[config.mk]
export PLATFORM = sky130hd
export DESIGN_NAME = nprf_ctrl
export DESIGN_NICKNAME = d
export VERILOG_FILES = /design/src/hdl/nprf_pkg.sv /design/src/hdl/nprf_ctrl.sv
export SDC_FILE = /design/constraint.sdc
export NUM_CORES = 1
export LEC_CHECK = 0
export ABC_AREA = 1
export ABC_CLOCK_PERIOD_IN_PS = 1900
export BUFFER_PORTS_ARGS = -buffer_cell sky130_fd_sc_hd__buf_2
export CAP_MARGIN = 5
export CELL_PAD_IN_SITES_DETAIL_PLACEMENT = 0
export CELL_PAD_IN_SITES_GLOBAL_PLACEMENT = 1
export CORE_MARGIN = 2
export CORE_UTILIZATION = 36
export DETAILED_ROUTE_END_ITERATION = 10
export MAX_ROUTING_LAYER = met4
export PLACE_DENSITY_LB_ADDON = 0.15
export SLEW_MARGIN = 20
export SYNTH_ARGS = -nofsm -noshare
export SYNTH_HDL_FRONTEND = slang
export SYNTH_SLANG_ARGS = --single-unit
[constraint.sdc]
create_clock -name clk_i -period 1.9 [get_ports clk_i]
set_clock_uncertainty 0.15 [all_clocks]
set_input_delay 0.19 -clock clk_i [delete_from_list [all_inputs] [get_ports clk_i]]
set_output_delay 0.19 -clock clk_i [all_outputs]
set_load 0.1 [all_outputs]
[src/hdl/nprf_pkg.sv]
// ----------------------------------------------------------------------------
// nprf_pkg
// shared constants, types and saturating fixed-point helpers of the root finder
// ----------------------------------------------------------------------------
package nprf_pkg;

  // sizing
  localparam int MAX_DEGREE = 16;
  localparam int MAX_ITER   = 64;
  localparam int FRAC_BITS  = 32;
  localparam int DATA_W     = 64;
  localparam int HALF_W     = DATA_W / 2;
  localparam int THR_W      = DATA_W - 1;
  localparam int DIX_W      = $clog2(MAX_DEGREE + 1);
  localparam int CNT_W      = $clog2(MAX_DEGREE + 2);
  localparam int RIX_W      = (MAX_DEGREE > 1) ? $clog2(MAX_DEGREE) : 1;
  localparam int ITER_W     = $clog2(MAX_ITER + 1);
  localparam int DIV_STEPS  = 2 * DATA_W;
  localparam int DIV_CNT_W  = $clog2(DIV_STEPS + 1);
  localparam int MUL_STEPS  = 4;
  localparam int MUL_CNT_W  = $clog2(MUL_STEPS + 1);

  // fixed-point constants
  localparam logic signed [DATA_W-1:0] SMAX  = {1'b0, {(DATA_W-1){1'b1}}};
  localparam logic signed [DATA_W-1:0] SMIN  = {1'b1, {(DATA_W-1){1'b0}}};
  localparam logic [DATA_W-1:0]        ONE_Q = DATA_W'(1) << FRAC_BITS;

  // register reset values
  localparam logic [THR_W-1:0]         THR_RESET   = THR_W'(4295);
  localparam logic signed [DATA_W-1:0] GUESS_RESET = ONE_Q;

  // configuration register indexes
  typedef enum logic {
    CFG_CONV_THRESHOLD = 1'b0,
    CFG_INITIAL_GUESS  = 1'b1
  } cfg_idx_e;

  // datapath operations
  typedef enum logic [4:0] {
    OP_NONE,
    OP_LOAD,
    OP_INIT,
    OP_ROOT_START,
    OP_HSTART,
    OP_MUL_DP,
    OP_DP_ACC,
    OP_MUL_P,
    OP_P_ACC,
    OP_DIV_START,
    OP_NEWTON,
    OP_DIFF,
    OP_CHK,
    OP_DSTART,
    OP_MUL_Q,
    OP_DEFL,
    OP_NEXT_ROOT,
    OP_SORT_INIT,
    OP_SORT_LOAD,
    OP_SORT_SHIFT,
    OP_SORT_PLACE,
    OP_EMIT_INIT,
    OP_EMIT,
    OP_ABORT
  } dp_op_e;

  typedef struct packed {
    dp_op_e op;
  } dp_cmd_t;

  typedef struct packed {
    logic nonconst;
    logic k_zero;
    logic mul_done;
    logic div_done;
    logic dp_zero;
    logic grow;
    logic conv;
    logic cap;
    logic all_done;
    logic sort_done;
    logic sort_move;
    logic emit_last;
  } dp_status_t;

  // magnitude of a signed value
  function automatic logic [DATA_W-1:0] mag(input logic signed [DATA_W-1:0] a);
    return a[DATA_W-1] ? DATA_W'(-a) : DATA_W'(a);
  endfunction

  // signed value of a magnitude, saturated
  function automatic logic signed [DATA_W-1:0] from_mag(input logic [DATA_W-1:0] m,
                                                        input logic neg,
                                                        input logic ovf);
    if (neg) begin
      if (ovf || m[DATA_W-1]) return SMIN;
      return DATA_W'(0) - $signed(m);
    end
    if (ovf || m[DATA_W-1]) return SMAX;
    return $signed(m);
  endfunction

  function automatic logic signed [DATA_W-1:0] sat_add(input logic signed [DATA_W-1:0] a,
                                                       input logic signed [DATA_W-1:0] b);
    logic signed [DATA_W:0] s;
    s = {a[DATA_W-1], a} + {b[DATA_W-1], b};
    if (s[DATA_W] != s[DATA_W-1]) return s[DATA_W] ? SMIN : SMAX;
    return s[DATA_W-1:0];
  endfunction

  function automatic logic signed [DATA_W-1:0] sat_sub(input logic signed [DATA_W-1:0] a,
                                                       input logic signed [DATA_W-1:0] b);
    logic signed [DATA_W:0] s;
    s = {a[DATA_W-1], a} - {b[DATA_W-1], b};
    if (s[DATA_W] != s[DATA_W-1]) return s[DATA_W] ? SMIN : SMAX;
    return s[DATA_W-1:0];
  endfunction

  // |a - b| clipped to the largest positive value
  function automatic logic [DATA_W-1:0] step_size(input logic signed [DATA_W-1:0] a,
                                                  input logic signed [DATA_W-1:0] b);
    logic signed [DATA_W:0] d;
    logic [DATA_W:0]        u;
    d = {a[DATA_W-1], a} - {b[DATA_W-1], b};
    u = d[DATA_W] ? (DATA_W+1)'(-d) : (DATA_W+1)'(d);
    if (u > (DATA_W+1)'(SMAX)) return SMAX;
    return u[DATA_W-1:0];
  endfunction

endpackage

[src/hdl/nprf_ctrl.sv]
// ----------------------------------------------------------------------------
// nprf_ctrl
// sequencer for loading, newton search, deflation, sorting and result output
// ----------------------------------------------------------------------------
module nprf_ctrl (
  input  logic                   clk_i,
  input  logic                   rst_ni,
  input  logic                   start,
  input  logic                   last_i,
  input  nprf_pkg::dp_status_t   status_i,
  output nprf_pkg::dp_cmd_t      cmd_o,
  output logic                   busy
);
  import nprf_pkg::*;

  typedef enum logic [21:0] {
    S_IDLE   = 22'h000001,
    S_INIT   = 22'h000002,
    S_ROOT   = 22'h000004,
    S_HSTART = 22'h000008,
    S_HCHK   = 22'h000010,
    S_MDPW   = 22'h000020,
    S_MP     = 22'h000040,
    S_MPW    = 22'h000080,
    S_DIVCHK = 22'h000100,
    S_DIVW   = 22'h000200,
    S_DIFF   = 22'h000400,
    S_CHK    = 22'h000800,
    S_DSTART = 22'h001000,
    S_DCHK   = 22'h002000,
    S_DMW    = 22'h004000,
    S_RCHK   = 22'h008000,
    S_SINIT  = 22'h010000,
    S_SCHK   = 22'h020000,
    S_SCMP   = 22'h040000,
    S_ABORT  = 22'h080000,
    S_EINIT  = 22'h100000,
    S_EMIT   = 22'h200000
  } state_e;

  state_e state_q, state_d;
  dp_op_e op;

  // next state and command
  always_comb begin
    state_d = state_q;
    op      = OP_NONE;
    case (state_q)
      S_IDLE: begin
        if (start) begin
          op = OP_LOAD;
          if (last_i && status_i.nonconst) state_d = S_INIT;
        end
      end
      S_INIT: begin
        op      = OP_INIT;
        state_d = S_ROOT;
      end
      S_ROOT: begin
        op      = OP_ROOT_START;
        state_d = S_HSTART;
      end
      S_HSTART: begin
        op      = OP_HSTART;
        state_d = S_HCHK;
      end
      // horner loop over the deflated coefficients
      S_HCHK: begin
        if (status_i.k_zero) begin
          state_d = S_DIVCHK;
        end else begin
          op      = OP_MUL_DP;
          state_d = S_MDPW;
        end
      end
      S_MDPW: begin
        if (status_i.mul_done) begin
          op      = OP_DP_ACC;
          state_d = S_MP;
        end
      end
      S_MP: begin
        op      = OP_MUL_P;
        state_d = S_MPW;
      end
      S_MPW: begin
        if (status_i.mul_done) begin
          op      = OP_P_ACC;
          state_d = S_HCHK;
        end
      end
      // newton step
      S_DIVCHK: begin
        if (status_i.dp_zero) begin
          state_d = S_ABORT;
        end else begin
          op      = OP_DIV_START;
          state_d = S_DIVW;
        end
      end
      S_DIVW: begin
        if (status_i.div_done) begin
          op      = OP_NEWTON;
          state_d = S_DIFF;
        end
      end
      S_DIFF: begin
        op      = OP_DIFF;
        state_d = S_CHK;
      end
      S_CHK: begin
        if (status_i.grow) begin
          state_d = S_ABORT;
        end else begin
          op = OP_CHK;
          if (status_i.conv)     state_d = S_DSTART;
          else if (status_i.cap) state_d = S_ABORT;
          else                   state_d = S_HSTART;
        end
      end
      // deflation by synthetic division
      S_DSTART: begin
        op      = OP_DSTART;
        state_d = S_DCHK;
      end
      S_DCHK: begin
        if (status_i.k_zero) begin
          op      = OP_NEXT_ROOT;
          state_d = S_RCHK;
        end else begin
          op      = OP_MUL_Q;
          state_d = S_DMW;
        end
      end
      S_DMW: begin
        if (status_i.mul_done) begin
          op      = OP_DEFL;
          state_d = S_DCHK;
        end
      end
      S_RCHK: begin
        state_d = status_i.all_done ? S_SINIT : S_ROOT;
      end
      // insertion sort of the roots
      S_SINIT: begin
        op      = OP_SORT_INIT;
        state_d = S_SCHK;
      end
      S_SCHK: begin
        if (status_i.sort_done) begin
          state_d = S_EINIT;
        end else begin
          op      = OP_SORT_LOAD;
          state_d = S_SCMP;
        end
      end
      S_SCMP: begin
        if (status_i.sort_move) begin
          op = OP_SORT_SHIFT;
        end else begin
          op      = OP_SORT_PLACE;
          state_d = S_SCHK;
        end
      end
      S_ABORT: begin
        op      = OP_ABORT;
        state_d = S_EINIT;
      end
      // one result per cycle
      S_EINIT: begin
        op      = OP_EMIT_INIT;
        state_d = S_EMIT;
      end
      S_EMIT: begin
        op = OP_EMIT;
        if (status_i.emit_last) state_d = S_IDLE;
      end
      default: state_d = S_IDLE;
    endcase
  end

  always_ff @(posedge clk_i or negedge rst_ni) begin
    if (!rst_ni) begin
      state_q <= S_IDLE;
    end else begin
      state_q <= state_d;
    end
  end

  assign cmd_o.op = op;
  assign busy     = (state_q != S_IDLE);

endmodule

* Word-level counts from Yosys, hierarchy flattened
Cells that the tools add are included.
Storage, ports and cells: word-level logic and storage cells 63, bits of input ports 16, flip-flop bits (word level) 22
Cells by class: eq/ne operators 31, muxes and demuxes 29, reduce and logical (&&, ||, !) cells 2
Operators with widths (count):
- $pmux 22 s22 | 1
- $mux 22 | 8
- $pmux 5 s21 | 1
- $mux 20 | 4
- $eq 22x1->1 const B | 1
- $eq 22x10->1 const B | 1
- $eq 22x11->1 const B | 1
- $eq 22x12->1 const B | 1
- $eq 22x13->1 const B | 1
- $eq 22x14->1 const B | 1
- $eq 22x15->1 const B | 1
- $eq 22x16->1 const B | 1
- $eq 22x17->1 const B | 1
- $eq 22x18->1 const B | 1
- $eq 22x19->1 const B | 1
- $eq 22x2->1 const B | 1
- $eq 22x20->1 const B | 1
- $eq 22x21->1 const B | 1
- $eq 22x22->1 const B | 1
- $eq 22x3->1 const B | 1
- $eq 22x4->1 const B | 1
- $eq 22x5->1 const B | 1
- $eq 22x6->1 const B | 1
- $eq 22x7->1 const B | 1
- other kinds (14) | 28

* Depth between registers and ports, before layout
depth after elaboration 4, mapped depth 12, gate-level depth less buffers 12

* Least setup slack after synthesis
No wires, ideal clock.
path type register -> output, from reg state_q[4], to out cmd_o[4] (netlist name), required time 1.560 ns, buffers on the path 1, data arrival time 2.775 ns, path slack -1.215 ns, cell stages (with the launch flop) 9, path through dfrtp_1 > nor2_2 > nand2_4 > nor2_8 > buf_4 > nand3_1 > nor2_2 > inv_1 > o2111ai_1
RTL lines:
- start: declaration | RTL line nprf_ctrl.sv:41 | state_e state_q, state_d;
- start signal: assignment | RTL line nprf_ctrl.sv:186 | state_q <= state_d;
- end: declaration | RTL line nprf_ctrl.sv:11 | output nprf_pkg::dp_cmd_t cmd_o,

==> results by group <==
Drt
  – Initial DRC count: 137
  – Routed wire length: 5.93 mm
  – DRC Markers: 0
  – Vias post-DR: 1998
  – Drt wl/cell: 14.7 um
  – DR vias/cell: slightly below 5
  – Pre-Repair DR Iteration Count: 4
  – Post-DRT Antenna Nets: 0

Min path
  – Min-Delay Path Class: in2reg

Clock network
  – H-Tree Depth: 1
  – CTS sink cnt: 22
  – Total CTS buffers: 3
  – CTS tree: yes
  – Clk root buf: clkbuf_8
  – Skew-Pair Late Insertion Delay: 0.27 ns
  – Bufs on Longest Clock Path: 2
  – Clk slew on worst S/H paths: around 0.090 ns

Die
  – Core area: 4090 sq um
  – Initial Utilization: 38.3%
  – I/O Pins: 22
  – # rows: 23
  – Die span in y: 69.9 um
  – Die X: 69.9 um
  – Die ar.: 4890 sq um

Place
  – DP HPWL: approximately 4 mm
  – Final Wtd Congestion: slightly above 0.9
  – IO buf count: 21
  – Dpl ws: -0.269 ns
  – Placed Cells incl. Taps: about 370
  – Area post-placement: approximately 2400 sq um

Worst setup path
  – Crit path max-delay family: simple AND/OR/NAND/NOR gates
  – CP Class: reg2out
  – Worst path max stage delay: 0.41 ns
  – Element type at the critical path start: register
  – Worst endpoint data arrival time: approximately 2.2 ns
  – Crit-path most repeated cell: nand2_2
  – Req. time, crit path: approximately 1.6 ns
  – Worst Path Buf+Inv: 2
  – CP max stage cell: dfrtp_1
  – Crit-path cells: nor2_2, nand2_2, nor2_4, buf_4, nand3_2, nor2_4, nand2_2, nand2_2, nor2_1, nand4_1, buf_12
  – Setup crit end kind: output port
  – Max FO, Critical Path: 4

Layout
  – Max reg flops: 22
  – Layout area overhead: 89.9%
  – # nets final: between 300 and 400
  – Largest Register: state_q
  – Post-route cell area: 2970 sq um
  – Share of layout cells above drive strength 1: a little over half
  – Diodes inserted: 0
  – Largest regs: state_q x22
  – Post-route insts no fill: 404

Yosys
  – Top cells by area in the synthesized netlist: dfrtp_1 34%, nor2_1 13%, nand2_1 10%, nand3_1 8.3%, inv_1 8.2%
  – Post-synth ARST share: 100%
  – Top-count cell post-synth: nor2_1
  – Top cells by count, synth: 54 x nor2_1, 42 x nand2_1, 34 x inv_1
  – Biggest area consumer among synthesized cells: dfrtp_1
  – Syn Area/Cell: 6.63 sq um
  – EDFF count, synth: 0
  – Distinct cell type count after synthesis: 29
  – Post-Syn Area: approximately 1600 sq um
  – Yosys reg bits: 22
  – Sequential share of the synthesized area: 35.3%
  – Ys Warns: 0
  – Syn Inst Count: 236
  – Main synth FF type: dfrtp_1
  – Syn nets: 252
  – Share of the synthesized area in the top cell type: 33.6%

STA
  – Fin crit share: 132%
  – Setup violators final: 19
  – Final min period: 2.50 ns
  – Hold Vio Cnt, Final: 0
  – FMAX: 399 MHz
  – Final Max Tran Viols: 0
  – RSZ-0062 raised after global routing: true
  – Slew margin rel.: 64.9%
  – Slew @ Worst Pin: between 0.5 and 0.6 ns
  – Total negative setup slack: -6.50 ns
  – PnR worst setup slack: -0.604 ns

Power
  – P per Cell Area: 869 nW/um^2
  – Max VDD drop: 1.36 mV
  – P_leak: about 1.6 nW

Run
  – Max_cap viols: 0

Global route
  – Vias in the first global route: 1987
  – Overall routing resource usage: 24.8%
  – First-pass GRT wire length: 9.26 mm
  – Largest net degree at the start of global routing: 23
  – Antenna violations before repair: 0
  – GR Overflow Total: 0

Status
  – Failing checks: negative setup slack
  – Outcome: complete, but fails checks
==> layout make-up <==
class / instances / area (sq um)
Sequential cell: 22 / 552
Multi-Input combinational cell: 176 / 1150
Tap cell: 50 / 62.6
Inverter: 35 / 136
Clock buffer: 4 / 55.1
Timing Repair Buffer: 117 / 1010
Fill cell: 317 / 1120
==> placed cells by master, fill, tap and decap left out, drive strengths merged <==
cell	instances
buf	113
nor2	66
nand2	47
inv	35
nand3	26
dfrtp	21
nand4	10
o21ai	7
a21oi	6
clkbuf	4
dlygate4sd3	4
or2	4
nand3b	2
nor3	2
o2111ai	1
and2	1
a211oi	1
o21bai	1
o31ai	1
o22ai	1
dfstp	1
==> what timing repair did <==
| action | in CTS | in global routing |
|---|---|---|
| buffers inserted | 21 | 12 |
| endpoints found under the setup margin | 16 | 20 |
| endpoints found under the hold margin | 25 | 0 |
| pin swaps | 15 | 23 |
| gates resized for setup | 52 | 34 |
| hold buffers | 4 | 0 |
==> worst register-to-register path, stage by stage, from the launching register on <==
cell and delay [ns]:
dfrtp_1 0.41, nor2_2 0.17, nand2_2 0.10, nor2_4 0.20
nand2_4 0.07, or2_4 0.24, or2_4 0.25, buf_4 0.14
buf_6 0.10, buf_6 0.11, o31ai_4 0.22
==> worst paths after layout <==
check | slack, ns | endpoint | start | depth (start not counted)
max in group asynchronous | 0.97 | state_q[0] | rst_ni | 2
setup reg to reg | -0.36 | state_q[3] | state_q[17] | 10
min in group asynchronous | 0.27 | state_q[21] | rst_ni | 2
hold reg to reg | 0.48 | state_q[14] | state_q[14] | 2
setup / recovery | -0.60 | cmd_o[1] | state_q[17] | 11
hold / removal | 0.001 | state_q[3] | status_i[5] | 2
==> per-stage QoR <==
stage / total power, mW / util, % / hold slack, ns
floorplan: 1.32 / - / -0.256
global placement: 1.79 / 58.3 / 0.0395
detailed placement: 1.79 / 58.3 / 0.0485
CTS: 2.38 / 69.2 / 0.00889
global route: 2.71 / 72.7 / 0.0171
finish: 2.58 / 72.7 / 0.000958
==> per-layer routing <==
layer,track usage (%),share of wire [%],vias to the layer above
met3,1.88,3.1,13
met1,31.0,44,935
met4,8.12,2.7,0
met5,-,0,-
li1,-,-,988
met2,42.6,50,62
==> cells by family after synthesis <==
logic type,share of synthesized area (%)
compound gates,6.88
simple gates,47.8
buf+inv,10.1
flops,35.3
==> where the power goes <==
group,internal [mW],switching [mW]
combinational,0.744,0.936
clock,0.185,0.172
sequential,0.509,0.0346
No activity file was read; power rests on OpenSTA's default activity.
